===== src/rtl/bpc_pkg.sv =====
`timescale 1ns / 1ps
`default_nettype none

package bpc_pkg;

  // Width of a symbol count and of the mismatch threshold (0 to 31).
  localparam int LEN_W = 5;

  // Item commands.
  localparam logic CMD_LOAD     = 1'b0;
  localparam logic CMD_CLASSIFY = 1'b1;

  // Result status codes.
  localparam logic [1:0] STATUS_LOADED  = 2'd0;
  localparam logic [1:0] STATUS_MATCHED = 2'd1;
  localparam logic [1:0] STATUS_UNKNOWN = 2'd2;
  localparam logic [1:0] STATUS_FULL    = 2'd3;

  typedef enum logic {
    ST_IDLE,
    ST_SCAN
  } bpc_state_e;

  // Controller to datapath.
  typedef struct packed {
    logic do_load;
    logic scan_begin;
    logic miss_empty;
    logic scan_next;
    logic scan_hit;
    logic scan_miss;
  } bpc_cmd_t;

  // Datapath to controller.
  typedef struct packed {
    logic table_empty;
    logic entry_match;
    logic cur_zero;
  } bpc_stat_t;

endpackage

`default_nettype wire


===== src/rtl/bpc_ram.sv =====
`timescale 1ns / 1ps
`default_nettype none

module bpc_ram #(
  parameter int WIDTH = 8,
  parameter int DEPTH = 16
) (
  input  wire logic                                       clk_i,
  input  wire logic                                       we_i,
  input  wire logic [((DEPTH > 1) ? $clog2(DEPTH) : 1)-1:0] waddr_i,
  input  wire logic [WIDTH-1:0]                           wdata_i,
  input  wire logic [((DEPTH > 1) ? $clog2(DEPTH) : 1)-1:0] raddr_i,
  output logic      [WIDTH-1:0]                           rdata_o
);

  logic [WIDTH-1:0] mem_q [DEPTH];
  logic [WIDTH-1:0] rdata_q;

  always_ff @(posedge clk_i) begin
    if (we_i) begin
      mem_q[waddr_i] <= wdata_i;
    end
    rdata_q <= mem_q[raddr_i];
  end

  assign rdata_o = rdata_q;

endmodule

`default_nettype wire


===== src/rtl/bpc_ctrl.sv =====
`timescale 1ns / 1ps
`default_nettype none

module bpc_ctrl (
  input  wire logic              clk_i,
  input  wire logic              rst_ni,
  input  wire logic              start_i,
  input  wire logic              item_cmd_i,
  input  wire bpc_pkg::bpc_stat_t stat_i,
  output bpc_pkg::bpc_cmd_t      ctrl_o,
  output logic                   busy_o
);

  bpc_pkg::bpc_state_e state_q, state_d;

  always_ff @(posedge clk_i or negedge rst_ni) begin
    if (!rst_ni) begin
      state_q <= bpc_pkg::ST_IDLE;
    end else begin
      state_q <= state_d;
    end
  end

  always_comb begin
    state_d = state_q;
    unique case (state_q)
      bpc_pkg::ST_IDLE: begin
        if (start_i && item_cmd_i == bpc_pkg::CMD_CLASSIFY && !stat_i.table_empty) begin
          state_d = bpc_pkg::ST_SCAN;
        end
      end
      bpc_pkg::ST_SCAN: begin
        if (stat_i.entry_match || stat_i.cur_zero) begin
          state_d = bpc_pkg::ST_IDLE;
        end
      end
      default: state_d = bpc_pkg::ST_IDLE;
    endcase
  end

  always_comb begin
    ctrl_o = '0;
    busy_o = 1'b0;
    unique case (state_q)
      bpc_pkg::ST_IDLE: begin
        if (start_i) begin
          if (item_cmd_i == bpc_pkg::CMD_LOAD) begin
            ctrl_o.do_load = 1'b1;
          end else if (stat_i.table_empty) begin
            ctrl_o.miss_empty = 1'b1;
          end else begin
            ctrl_o.scan_begin = 1'b1;
          end
        end
      end
      bpc_pkg::ST_SCAN: begin
        busy_o = 1'b1;
        // newest entry first; stop at the first hit or after slot 0
        if (stat_i.entry_match) begin
          ctrl_o.scan_hit = 1'b1;
        end else if (stat_i.cur_zero) begin
          ctrl_o.scan_miss = 1'b1;
        end else begin
          ctrl_o.scan_next = 1'b1;
        end
      end
      default: busy_o = 1'b0;
    endcase
  end

endmodule

`default_nettype wire


===== src/rtl/bpc_datapath.sv =====
`timescale 1ns / 1ps
`default_nettype none

module bpc_datapath #(
  parameter int MAX_ENTRIES = 16,
  parameter int MAX_SYMBOLS = 16,
  parameter int COUNT_WIDTH = 32
) (
  input  wire logic                        clk_i,
  input  wire logic                        rst_ni,
  input  wire logic [63:0]                 symbols_i,
  input  wire logic [bpc_pkg::LEN_W-1:0]   symbol_count_i,
  input  wire logic                        cfg_we_i,
  input  wire logic [bpc_pkg::LEN_W-1:0]   cfg_data_i,
  input  wire bpc_pkg::bpc_cmd_t           ctrl_i,
  output bpc_pkg::bpc_stat_t               stat_o,
  output logic                             done_o,
  output logic [1:0]                       status_o,
  output logic [3:0]                       match_index_o,
  output logic [bpc_pkg::LEN_W-1:0]        trim_length_o,
  output logic [31:0]                      barcode_count_o,
  output logic [31:0]                      total_count_o,
  output logic [31:0]                      unknown_count_o
);

  localparam int LW = bpc_pkg::LEN_W;
  localparam int IW = (MAX_ENTRIES > 1) ? $clog2(MAX_ENTRIES) : 1;
  localparam int FW = $clog2(MAX_ENTRIES + 1);
  localparam int SW = 4 * MAX_SYMBOLS;
  localparam int EW = SW + LW;

  logic [FW-1:0]          fill_q, fill_d;
  logic [IW-1:0]          cur_q, cur_d;
  logic [SW-1:0]          rsym_q;
  logic [LW-1:0]          rlen_q;
  logic [LW-1:0]          mm_q;
  logic [COUNT_WIDTH-1:0] seen_q, seen_d;
  logic [COUNT_WIDTH-1:0] unm_q, unm_d;

  logic                   full;
  logic [IW-1:0]          fill_idx;
  logic [IW-1:0]          fill_last;
  logic [IW-1:0]          cur_prev;
  logic [LW-1:0]          len_clamp;
  logic                   load_ok;

  logic                   ent_we;
  logic [EW-1:0]          ent_rdata;
  logic [IW-1:0]          rd_addr;
  logic                   hits_we;
  logic [IW-1:0]          hits_waddr;
  logic [COUNT_WIDTH-1:0] hits_wdata;
  logic [COUNT_WIDTH-1:0] hits_rdata;
  logic [COUNT_WIDTH-1:0] hit_inc;

  logic [LW-1:0]          elen;
  logic [SW-1:0]          esym;
  logic [MAX_SYMBOLS-1:0] diff;
  logic [LW-1:0]          miss_cnt;

  logic                   done_d;
  logic [1:0]             res_status_d;
  logic [3:0]             res_index_d;
  logic [LW-1:0]          res_trim_d;
  logic [31:0]            res_hits_d;

  assign full      = (fill_q == FW'(MAX_ENTRIES));
  assign fill_idx  = fill_q[IW-1:0];
  assign fill_last = fill_idx - IW'(1);
  assign cur_prev  = cur_q - IW'(1);
  assign len_clamp = (symbol_count_i > LW'(MAX_SYMBOLS)) ? LW'(MAX_SYMBOLS) : symbol_count_i;
  assign load_ok   = ctrl_i.do_load && !full;

  // Entry table: barcode length above its symbols.
  assign ent_we  = load_ok;
  assign rd_addr = ctrl_i.scan_begin ? fill_last : cur_prev;

  bpc_ram #(
    .WIDTH (EW),
    .DEPTH (MAX_ENTRIES)
  ) u_entry_ram (
    .clk_i   (clk_i),
    .we_i    (ent_we),
    .waddr_i (fill_idx),
    .wdata_i ({len_clamp, symbols_i[SW-1:0]}),
    .raddr_i (rd_addr),
    .rdata_o (ent_rdata)
  );

  // Hit counters: cleared by the load that fills a slot, bumped on a hit.
  assign hit_inc    = (hits_rdata == '1) ? hits_rdata : hits_rdata + COUNT_WIDTH'(1);
  assign hits_we    = load_ok || ctrl_i.scan_hit;
  assign hits_waddr = ctrl_i.scan_hit ? cur_q : fill_idx;
  assign hits_wdata = ctrl_i.scan_hit ? hit_inc : '0;

  bpc_ram #(
    .WIDTH (COUNT_WIDTH),
    .DEPTH (MAX_ENTRIES)
  ) u_hits_ram (
    .clk_i   (clk_i),
    .we_i    (hits_we),
    .waddr_i (hits_waddr),
    .wdata_i (hits_wdata),
    .raddr_i (rd_addr),
    .rdata_o (hits_rdata)
  );

  // Compare the entry read last cycle against the held read.
  assign elen = ent_rdata[EW-1:SW];
  assign esym = ent_rdata[SW-1:0];

  always_comb begin
    for (int p = 0; p < MAX_SYMBOLS; p++) begin
      diff[p] = (LW'(p) < elen) &&
                ((LW'(p) >= rlen_q) || (esym[4*p +: 4] != rsym_q[4*p +: 4]));
    end
  end

  assign miss_cnt = LW'($countones(diff));

  assign stat_o.table_empty = (fill_q == '0);
  assign stat_o.entry_match = (miss_cnt <= mm_q);
  assign stat_o.cur_zero    = (cur_q == '0);

  always_comb begin
    fill_d = fill_q;
    cur_d  = cur_q;
    seen_d = seen_q;
    unm_d  = unm_q;
    if (load_ok) begin
      fill_d = fill_q + FW'(1);
    end
    if (ctrl_i.scan_begin) begin
      cur_d = fill_last;
    end else if (ctrl_i.scan_next) begin
      cur_d = cur_prev;
    end
    if (ctrl_i.miss_empty || ctrl_i.scan_miss || ctrl_i.scan_hit) begin
      seen_d = (seen_q == '1) ? seen_q : seen_q + COUNT_WIDTH'(1);
    end
    if (ctrl_i.miss_empty || ctrl_i.scan_miss) begin
      unm_d = (unm_q == '1) ? unm_q : unm_q + COUNT_WIDTH'(1);
    end
  end

  always_ff @(posedge clk_i or negedge rst_ni) begin
    if (!rst_ni) begin
      fill_q <= '0;
      cur_q  <= '0;
      seen_q <= '0;
      unm_q  <= '0;
      mm_q   <= '0;
      done_o <= 1'b0;
    end else begin
      fill_q <= fill_d;
      cur_q  <= cur_d;
      seen_q <= seen_d;
      unm_q  <= unm_d;
      done_o <= done_d;
      if (cfg_we_i) begin
        mm_q <= cfg_data_i;
      end
    end
  end

  // Hold the read for the whole scan.
  always_ff @(posedge clk_i) begin
    if (ctrl_i.scan_begin) begin
      rsym_q <= symbols_i[SW-1:0];
      rlen_q <= len_clamp;
    end
  end

  always_comb begin
    done_d       = ctrl_i.do_load || ctrl_i.miss_empty || ctrl_i.scan_hit || ctrl_i.scan_miss;
    res_status_d = bpc_pkg::STATUS_UNKNOWN;
    res_index_d  = '0;
    res_trim_d   = '0;
    res_hits_d   = '0;
    if (ctrl_i.do_load) begin
      if (full) begin
        res_status_d = bpc_pkg::STATUS_FULL;
      end else begin
        res_status_d = bpc_pkg::STATUS_LOADED;
        res_index_d  = 4'(fill_idx);
        res_trim_d   = len_clamp;
      end
    end else if (ctrl_i.scan_hit) begin
      res_status_d = bpc_pkg::STATUS_MATCHED;
      res_index_d  = 4'(cur_q);
      res_trim_d   = elen;
      res_hits_d   = 32'(hit_inc);
    end
  end

  always_ff @(posedge clk_i) begin
    if (done_d) begin
      status_o        <= res_status_d;
      match_index_o   <= res_index_d;
      trim_length_o   <= res_trim_d;
      barcode_count_o <= res_hits_d;
      total_count_o   <= 32'(seen_d);
      unknown_count_o <= 32'(unm_d);
    end
  end

endmodule

`default_nettype wire


===== src/rtl/barcode_prefix_classifier_unit.sv =====
`timescale 1ns / 1ps
`default_nettype none

// Barcode prefix classifier.
// Items: drive cmd_i, symbols_i and symbol_count_i with start high; the item
// is taken at a clock edge where start is high and busy is low. A load
// (cmd_i = 0) appends a barcode to the table, or reports full once the
// table is full; a classify (cmd_i = 1) searches the table from the newest
// entry down to slot 0 for the first entry within the mismatch threshold.
// Results: one beat per item, valid for exactly one cycle while done_o is
// high; the receiver must take it then, there is no back-pressure.
// Flow: a load, or a classify on an empty table, gives its beat in the
// cycle after it is taken and busy stays low. A classify on a filled table
// holds busy while it examines entries (1 up to the fill count), and gives
// its beat in the cycle in which busy drops. The table RAM is read one entry
// per cycle.
// Configuration: max_mismatches is written on cfg_data_i when cfg_valid_i
// and cfg_ready_o are both high; cfg_ready_o is low while a scan runs.
// Reset: table empty, all counters zero, threshold zero. The RAMs are not
// cleared; only slots already loaded are ever read.
module barcode_prefix_classifier_unit #(
  parameter int MAX_ENTRIES = 16,
  parameter int MAX_SYMBOLS = 16,
  parameter int COUNT_WIDTH = 32
) (
  input  wire logic                      clk_i,
  input  wire logic                      rst_ni,
  input  wire logic                      start,
  output logic                           busy,
  input  wire logic                      cmd_i,
  input  wire logic [63:0]               symbols_i,
  input  wire logic [bpc_pkg::LEN_W-1:0] symbol_count_i,
  input  wire logic                      cfg_valid_i,
  output logic                           cfg_ready_o,
  input  wire logic [bpc_pkg::LEN_W-1:0] cfg_data_i,
  output logic                           done_o,
  output logic [1:0]                     status_o,
  output logic [3:0]                     match_index_o,
  output logic [bpc_pkg::LEN_W-1:0]      trim_length_o,
  output logic [31:0]                    barcode_count_o,
  output logic [31:0]                    total_count_o,
  output logic [31:0]                    unknown_count_o
);

  bpc_pkg::bpc_cmd_t  ctrl;
  bpc_pkg::bpc_stat_t stat;
  logic               busy_w;
  logic               cfg_we;

  assign busy        = busy_w;
  assign cfg_ready_o = !busy_w;
  assign cfg_we      = cfg_valid_i && !busy_w;

  bpc_ctrl u_ctrl (
    .clk_i      (clk_i),
    .rst_ni     (rst_ni),
    .start_i    (start),
    .item_cmd_i (cmd_i),
    .stat_i     (stat),
    .ctrl_o     (ctrl),
    .busy_o     (busy_w)
  );

  bpc_datapath #(
    .MAX_ENTRIES (MAX_ENTRIES),
    .MAX_SYMBOLS (MAX_SYMBOLS),
    .COUNT_WIDTH (COUNT_WIDTH)
  ) u_datapath (
    .clk_i           (clk_i),
    .rst_ni          (rst_ni),
    .symbols_i       (symbols_i),
    .symbol_count_i  (symbol_count_i),
    .cfg_we_i        (cfg_we),
    .cfg_data_i      (cfg_data_i),
    .ctrl_i          (ctrl),
    .stat_o          (stat),
    .done_o          (done_o),
    .status_o        (status_o),
    .match_index_o   (match_index_o),
    .trim_length_o   (trim_length_o),
    .barcode_count_o (barcode_count_o),
    .total_count_o   (total_count_o),
    .unknown_count_o (unknown_count_o)
  );

  // A beat never comes while a scan runs.
  assert property (@(posedge clk_i) disable iff (!rst_ni) done_o |-> !busy_w)
    else $error("result beat while scan still running");

  // Every taken item either scans or delivers on the next cycle.
  assert property (@(posedge clk_i) disable iff (!rst_ni)
    (start && !busy_w) |=> (done_o || busy_w))
    else $error("taken item neither scanning nor delivered");

  // Unknown and full results carry no slot, length or hit count.
  assert property (@(posedge clk_i) disable iff (!rst_ni)
    (done_o && (status_o == bpc_pkg::STATUS_UNKNOWN || status_o == bpc_pkg::STATUS_FULL))
    |-> (match_index_o == '0 && trim_length_o == '0 && barcode_count_o == '0))
    else $error("no-slot result carries slot data");

  // The scan ends on the cycle a match is seen.
  assert property (@(posedge clk_i) disable iff (!rst_ni)
    (busy_w && stat.entry_match) |=> (done_o && status_o == bpc_pkg::STATUS_MATCHED))
    else $error("match seen but not reported");

endmodule

`default_nettype wire


===== config.mk =====
export PLATFORM = sky130hd
export DESIGN_NAME = barcode_prefix_classifier_unit
export DESIGN_NICKNAME = d
export VERILOG_FILES = /design/src/rtl/bpc_pkg.sv /design/src/rtl/bpc_ram.sv /design/src/rtl/bpc_ctrl.sv /design/src/rtl/bpc_datapath.sv /design/src/rtl/barcode_prefix_classifier_unit.sv
export SDC_FILE = /design/constraint.sdc
export NUM_CORES = 2
export LEC_CHECK = 0
export BUFFER_PORTS_ARGS = -buffer_cell sky130_fd_sc_hd__buf_2
export CAP_MARGIN = 20
export CORE_ASPECT_RATIO = 2
export CORE_MARGIN = 2
export CORE_UTILIZATION = 55
export DETAILED_ROUTE_END_ITERATION = 8
export GPL_TIMING_DRIVEN = 0
export PLACE_DENSITY = 0.71
export SLEW_MARGIN = 10
export SYNTH_ARGS = -nofsm -noshare
export SYNTH_HDL_FRONTEND = slang
export SYNTH_SLANG_ARGS = --single-unit

===== constraint.sdc =====
create_clock -name clk_i -period 9.6 [get_ports clk_i]
set_clock_uncertainty 0.15 [all_clocks]
set_input_delay 1.92 -clock clk_i [delete_from_list [all_inputs] [get_ports clk_i]]
set_output_delay 1.92 -clock clk_i [all_outputs]
set_load 0.01 [all_outputs]

## Word level (Yosys, flattened, before mapping)

Memories as Yosys holds them, arrays and structs flattened. A register that Yosys moved wholly into a read port is not among the register bits.
Cells that the tools add are included.
W data, S select, Z words.

| storage, ports and cells | value |
|---|---|
| memories kept | 2 |
| output and inout bits | 110 |
| register bits | 256 |
| memory bits (writable) | 1616 |
| input port bits | 79 |
| logic and storage cells | 182 |

| operators by class | value |
|---|---|
| $lt $le $gt $ge | 34 |
| equal/unequal tests | 20 |
| multiplexer cells | 40 |
| add/subtract/negate cells | 21 |
| bitwise operators | 1 |
| reductions and logical operators | 49 |

Memories:

| memory | words | bits a word | rd ports | clocked after memory_dff | wr ports | RTL line | source |
|---|---|---|---|---|---|---|---|
| u_datapath.u_entry_ram.mem_q | 16 | 69 | 1 | 1 | 1 | bpc_ram.sv:16 | `logic [WIDTH-1:0] mem_q [DEPTH];` |
| u_datapath.u_hits_ram.mem_q | 16 | 32 | 1 | 1 | 1 | bpc_ram.sv:16 |  |

Operators by type and width:

| kind | count |
|---|---|
| $mux W32 | 6 |
| $add A32 B1 Y32 const B | 3 |
| $eq A32 B32 Y1 const B | 3 |
| $ne A4 B4 Y1 | 16 |
| $ge A4 B5 Y1 const A | 8 |
| $lt A4 B5 Y1 const A | 8 |
| $add A5 B5 Y5 | 7 |
| $mux W4 | 7 |
| $logic_or A1 B1 Y1 | 23 |
| $ge A3 B5 Y1 const A | 4 |
| $logic_and A1 B1 Y1 | 20 |
| $lt A3 B5 Y1 const A | 4 |
| $mux W5 | 4 |
| $add A1 B1 Y2 | 8 |
| $mux W1 | 15 |
| $ge A1 B5 Y1 const A | 2 |
| $ge A2 B5 Y1 const A | 2 |
| $lt A1 B5 Y1 const A | 2 |
| $lt A2 B5 Y1 const A | 2 |
| $mux W3 | 3 |
| $mux W2 | 4 |
| $sub A4 B1 Y4 const B | 2 |
| $add A5 B1 Y5 const B | 1 |
| $eq A5 B5 Y1 const B | 1 |
| other kinds (8) | 10 |

## Logic depth before layout (Yosys ltp)

| depth | value |
|---|---|
| depth in word-level cells | 13 |
| gate-level depth with buffers | 25 |
| mapped depth without buffers | 23 |

## By module

From an unflattened synthesis, not the netlist that was laid out.

| unflattened totals | value |
|---|---|
| cells, all modules | 3610 |
| area total of the unflattened synthesis | 74734.2 µm² |

By module, submodules not included:

| module | seq. area each (µm²) | area an instance (µm²) | cells each | instances |
|---|---|---|---|---|
| bpc_ram (u_datapath.u_entry_ram) | 34533.1 | 42709.7 | 1776 | 1 |
| bpc_ram (u_datapath.u_hits_ram) | 16015.4 | 19854.0 | 838 | 1 |
| bpc_datapath | 7262.0 | 12074.1 | 984 | 1 |
| bpc_ctrl | 25.0 | 86.3 | 10 | 1 |
| barcode_prefix_classifier_unit | 0.0 | 10.0 | 2 | 1 |

## Least setup slack after synthesis

OpenSTA, ideal clock, no wires.

| timing | value |
|---|---|
| path type | register to register |
| start | reg u_datapath.rlen_q[1] |
| end | reg u_datapath.barcode_count_o[0] (enable) |
| data arrival time | 7.398 ns |
| stages on the path, launching flop included | 21 |
| buffers on the path | 1 |
| setup slack | 1.073 ns |
| data required time | 8.471 ns |
| setup time | 0.979 ns |
| cells stage by stage | edfxtp_1 -> clkbuf_1 -> or2_2 -> a31oi_1 -> nor3_1 -> a31oi_1 -> ha_1 -> inv_1 -> fa_1 -> fa_1 -> fa_1 -> fa_1 -> inv_1 -> ha_1 -> fa_1 -> xor2_1 -> ha_1 -> o21ai_0 -> o221a_2 -> o41ai_1 -> nand2_1 |

| on the way | value |
|---|---|
| longest elaborated chain between the ends | 12 |

Ends and longest elaborated chain:

| what | RTL line | source |
|---|---|---|
| start, declared | bpc_datapath.sv:35 | `logic [LW-1:0] rlen_q;` |
| start signal, assigned | bpc_datapath.sv:170 | `rlen_q <= len_clamp;` |
| $ge A1 B5 Y1 (tied with other cells) | bpc_datapath.sv:115 | `((LW'(p) >= rlen_q) \|\| (esym[4*p +: 4] != rsym_q[4*p +: 4]));` |
| $logic_or A1 B1 Y1 | bpc_datapath.sv:115 |  |
| $logic_and A1 B1 Y1 | bpc_datapath.sv:114 | `diff[p] = (LW'(p) < elen) &&` |
| $add A1 B1 Y2 (not written as such) | bpc_datapath.sv:119 | `assign miss_cnt = LW'($countones(diff));` |
| $add A5 B5 Y5 (not written as such) (2 in series) | bpc_datapath.sv:119 |  |
| $add A5 B5 Y5 (not written as such) (*) | bpc_datapath.sv:119 |  |
| $le A5 B5 Y1 (*) | bpc_datapath.sv:122 | `assign stat_o.entry_match = (miss_cnt <= mm_q);` |
| $mux W1 | bpc_ctrl.sv:59 | `if (stat_i.entry_match) begin` |
| $mux W3 (*) | bpc_ctrl.sv:44 | `unique case (state_q)` |
| $logic_or A1 B1 Y1 | bpc_datapath.sv:175 | `done_d = ctrl_i.do_load \|\| ctrl_i.miss_empty \|\| ctrl_i.scan_hit \|\| ctrl_i.scan_miss;` |
| $logic_or A1 B1 Y1 (*) | bpc_datapath.sv:175 |  |
| net u_datapath.done_d | bpc_datapath.sv:61 | `logic done_d;` |
| end signal, assigned | bpc_datapath.sv:201 | `barcode_count_o <= res_hits_d;` |
| end, declared | bpc_datapath.sv:21 | `output logic [31:0] barcode_count_o,` |

The timed path passes the listed nets; every way through them passes the cells marked *.
A chain may end at the register's enable or synchronous reset.

## Worst setup path in the final report

| timing | value |
|---|---|
| start | reg u_datapath.rlen_q[2] |
| end | mem u_datapath.u_hits_ram.mem_q[12][18] (netlist name) (enable) |

| on the way | value |
|---|---|
| longest elaborated chain between the ends | 13 |

Ends and longest elaborated chain:

| what | RTL line | source |
|---|---|---|
| $ge A1 B5 Y1 (tied with other cells) | bpc_datapath.sv:115 |  |
| $logic_or A1 B1 Y1 | bpc_datapath.sv:115 |  |
| $logic_and A1 B1 Y1 | bpc_datapath.sv:114 |  |
| $add A1 B1 Y2 (not written as such) | bpc_datapath.sv:119 |  |
| $add A5 B5 Y5 (not written as such) (2 in series) | bpc_datapath.sv:119 |  |
| $add A5 B5 Y5 (not written as such) (*) | bpc_datapath.sv:119 |  |
| $le A5 B5 Y1 (*) | bpc_datapath.sv:122 |  |
| $mux W1 (*) | bpc_ctrl.sv:59 |  |
| $mux W3 (*) | bpc_ctrl.sv:44 |  |
| $logic_or A1 B1 Y1 | bpc_datapath.sv:92 | `assign hits_we = load_ok \|\| ctrl_i.scan_hit;` |
| $mux W1 | bpc_ram.sv:20 | `if (we_i) begin` |
| $mux W1 (not written as such) | bpc_ram.sv:21 | `mem_q[waddr_i] <= wdata_i;` |
| end, declared | bpc_ram.sv:16 |  |

Every way passes the cells marked *; elsewhere a longest branch is shown, timed or not.

==> results.yml <==
outcome:
  status: "complete, no violations"
timing:
  max_freq_ghz: 0.106
  rsz0062_at_grt: "false"
  fin_crit_ns: 9.43
  setup_viol: 0
  final-hold-violation-count: 0
  tightest_slew_ns: 1.30
  fin_crit_sh_pct: 98.2
  slew_viol_final: 0
  relSlewSlack_pct: 13.5
setup_path:
  slowest_stage: "nor2_4"
  endpoint_kind: "register"
  crit_path_start: "u_datapath.rlen_q[2]"
  worst_ep_required_time_ns: 9.96
  cp.arrival_ns: 9.78
  crit_chain: "clkbuf_1 > a21oi_1 > nor3_1 > a31oi_1 > ha_1 > inv_1 > fa_1 > fa_1 > fa_1 > fa_1 > inv_1 > ha_1 > fa_1 > xor2_1 > ha_1 > o21ai_0 > o221ai_1 > a21oi_1 > clkbuf_1 > a31oi_1 > nor2_4 > buf_16"
  reg2reg_slack_ns: 0.17
  crit_top_cell: "fa_1"
  r2r_cells: 22
  cp-start-kind: "register"
  cp_max_fo: 17
  critical_path_class: "register to register"
  r2r_end: "u_datapath.u_hits_ram.mem_q[12][18]"
  max_stage_delay_ns: 0.81
  worstReg2RegStart: "u_datapath.rlen_q[2]"
synth:
  synth-edff-count: 1792
  ys_seq_area_share_pct: 67.4
  syn_nets: 5364
  ys_warn_count: 0
  syn-cell-area_um2: 85700
  ys.flop_type: "edfxtp_1"
  syn_inst: 5248
  avgSynthCellArea_um2: 16.3
  synth-seq-cells: 1973
  async_reset_ff_share_pct: 4.05
  ys_types: 84
clocking:
  clock_path_buffers: 4
  clk_latency_ns: 0.86
  cts_tree: "built"
  clkSinkCount: 1973
  cts-root-buf: "clkbuf_16"
  htree_num_levels: 4
  cts_setup_buffers: 0
  clkTransAtPathRegs_ns: 0.07
  cts-buffers-inserted: 176
  cts-resized-gates: 0
  hold_buffers: 0
min_path:
  worstHoldStart: "u_datapath.seen_q[23]"
  min_to: "u_datapath.seen_q[23]"
  hold_path_class: "register to register"
  hold_depth: 1
floorplan:
  ioPinCount: 189
  die_h_um: 562
  initial_core_util_pct: 55.2
  fp-row-count: 205
  dieArea_um2: 159000
  fp.dieW_um: 283
  core_um2: 155000
place:
  placed_cells: 7573
  finalWeightedCongestion: 0.947
  portBuffers: 188
  dpl.hpwl_mm: 178
  placedInstanceArea_um2: 90900
finish:
  final_cells: 7927
  post-route-util_pct: 62.4
  design_area_um2: 97000
  syn2layout_area_growth_pct: 13.1
  nets: 5817
  fillers: 11100
  drive_above_1_share_pct: 23.5
route:
  drt_iter0_markers: 7620
  viasPerCell: 6.85
  drt-wirelength-per-cell_um: 33.1
  vias: 54300
  postRouteAntennaNets: 0
  drt_pre_antenna_iters: 8
  wl_mm: 263
  remaining_drc_errors: 0
grt:
  grt_pass1_wl_mm: 375
  grt_use_total_pct: 32.6
  grt_pass1_vias: 54600
  grt-ovfl-total: 0
  antenna_found_initial: 15
  grt_max_degree: 62
run:
  drv_cap: 0
[flip-flops by register name, summed over array words and instances, names as in the netlist]
| register | flops |
|---|---|
| u_datapath.rsym_q | 64 |
| u_ctrl.state_q | 1 |
| u_datapath.u_hits_ram.mem_q | 512 |
| u_datapath.unm_q | 32 |
| u_datapath.unknown_count_o | 32 |
| u_datapath.u_entry_ram.mem_q | 1104 |
| u_datapath.barcode_count_o | 32 |
| u_datapath.seen_q | 32 |
| u_datapath.cur_q | 4 |
| u_datapath.trim_length_o | 5 |
| u_datapath.u_entry_ram.rdata_o | 69 |
| u_datapath.mm_q | 5 |
| u_datapath.status_o | 2 |
| u_datapath.fill_q | 5 |
| u_datapath.total_count_o | 32 |
| u_datapath.rlen_q | 5 |
| u_datapath.match_index_o | 4 |
| u_datapath.done_o | 1 |
| u_datapath.u_hits_ram.rdata_o | 32 |
[metal layers]
metal	vias up	track usage, %	share of wire [%]
li1	22100	-	-
met1	27500	40.8	35
met2	3810	52.3	47
met3	860	6.55	11
met4	8	21.2	7.5
met5	-	0	0.029
[worst max-delay path: cells and delay by family, from the launching register on]
kind / cells / cell delay [ns]
fa+ha+maj: 8 / 3.28
flops: 1 / 0.42
compound gates: 6 / 2.65
xor+xnor: 1 / 0.45
buf+inv: 5 / 1.09
simple gates: 2 / 1.06
[synthesized netlist by cell type, types with 7 or more instances]
cell | instances | area, um2
edfxtp_1 | 1792 | 53800
mux4_2 | 410 | 9230
nand2_1 | 401 | 1510
clkbuf_1 | 229 | 860
mux2i_1 | 213 | 2130
mux2_2 | 208 | 2340
nor2_1 | 201 | 754
a31oi_1 | 171 | 1070
a21oi_1 | 135 | 676
xnor2_1 | 106 | 928
dfxtp_1 | 101 | 2020
nor4_1 | 101 | 632
and3_1 | 95 | 594
o211ai_1 | 87 | 653
o22ai_1 | 87 | 544
nand3_1 | 82 | 410
dfrtp_1 | 80 | 2000
buf_2 | 75 | 375
a211oi_1 | 68 | 510
buf_1 | 51 | 191
xor2_1 | 48 | 420
inv_1 | 42 | 158
nand4_1 | 39 | 244
nor3_1 | 37 | 185
o21ai_0 | 37 | 185
o221ai_1 | 29 | 254
ha_1 | 26 | 325
or3_1 | 20 | 125
a32o_1 | 17 | 170
buf_4 | 17 | 128
a22oi_1 | 16 | 120
a32oi_1 | 16 | 140
o221a_2 | 16 | 180
and2_1 | 14 | 87.6
and4_1 | 13 | 114
o31a_1 | 13 | 114
a2bb2oi_1 | 11 | 96.3
fa_1 | 11 | 220
buf_6 | 9 | 101
nor3b_1 | 9 | 67.6
o221a_1 | 8 | 90.1
a221oi_1 | 7 | 61.3
nor2b_1 | 7 | 43.8
[worst max path at each step]
stage | end | slack, ns | cells past startpoint
after floorplan | u_datapath.barcode_count_o[0] | 1.07 | 20
after global placement | u_datapath.total_count_o[3] | -3.89 | 19
after detailed placement | u_datapath.u_hits_ram.rdata_o[27] | 0.17 | 17
after CTS | u_datapath.u_hits_ram.mem_q[12][18] | 0.42 | 22
after global routing | u_datapath.u_hits_ram.mem_q[12][18] | 0.07 | 22
final | u_datapath.u_hits_ram.mem_q[12][18] | 0.17 | 22
[kinds of logic (layout without fill, tap and decap cells)]
group,count (synthesis),count (layout),synth area share [%]
AND/OR/NAND/NOR,1065,1065,6.05
adder cells (fa/ha/maj),37,37,0.636
multiplexers,831,831,16.0
XOR/XNOR,156,156,1.61
AO/OA/AOI/OAI,758,758,6.09
buffers and inverters,428,1022,2.18
flip-flops,1973,1973,67.4
other,0,15,0
[placed cells by master (no fill, tap or decap), types with 68 or more instances in the layout]
cell type / count
mux2_2: 208
a31oi_1: 171
and3_1: 88
a211oi_1: 68
nand3_1: 82
nor2_1: 170
mux2i_1: 213
buf_2: 268
clkbuf_16: 180
xnor2_1: 106
edfxtp_1: 1792
nor4_1: 101
o22ai_1: 87
a21oi_1: 133
dfxtp_1: 101
clkbuf_1: 253
o211ai_1: 87
nand2_1: 400
mux4_2: 410
dfrtp_1: 80
[final cells by class]
type | count | area [um2] | area share, %
Buffer | 383 | 1710 | 1.77
Clock buffer | 221 | 4780 | 4.93
Multi-Input combinational cell | 2847 | 26300 | 27.1
Tap cell | 2070 | 2590 | 2.67
Clock inverter | 98 | 1050 | 1.08
Inverter | 45 | 170 | 0.176
Antenna cell | 15 | 37.5 | 0.0387
Sequential cell | 1973 | 57800 | 59.7
Timing Repair Buffer | 275 | 2480 | 2.56
[metrics by stage]
| step | setup WS (ns) | hold WS [ns] | TNS (ns) |
|---|---|---|---|
| 2_1_floorplan | 1.07 | 0.303 | 0 |
| 3_3_place_gp | -3.89 | 0.320 | -940.79 |
| 3_5_place_dp | 0.173 | 0.324 | 0 |
| 4_1_cts | 0.423 | 0.342 | 0 |
| 5_1_grt | 0.0712 | 0.368 | 0 |
| 6_report | 0.171 | 0.343 | 0 |
Power is not shown: default switching activity piles up to over one toggle a cycle in this logic, so the estimate is an artifact.
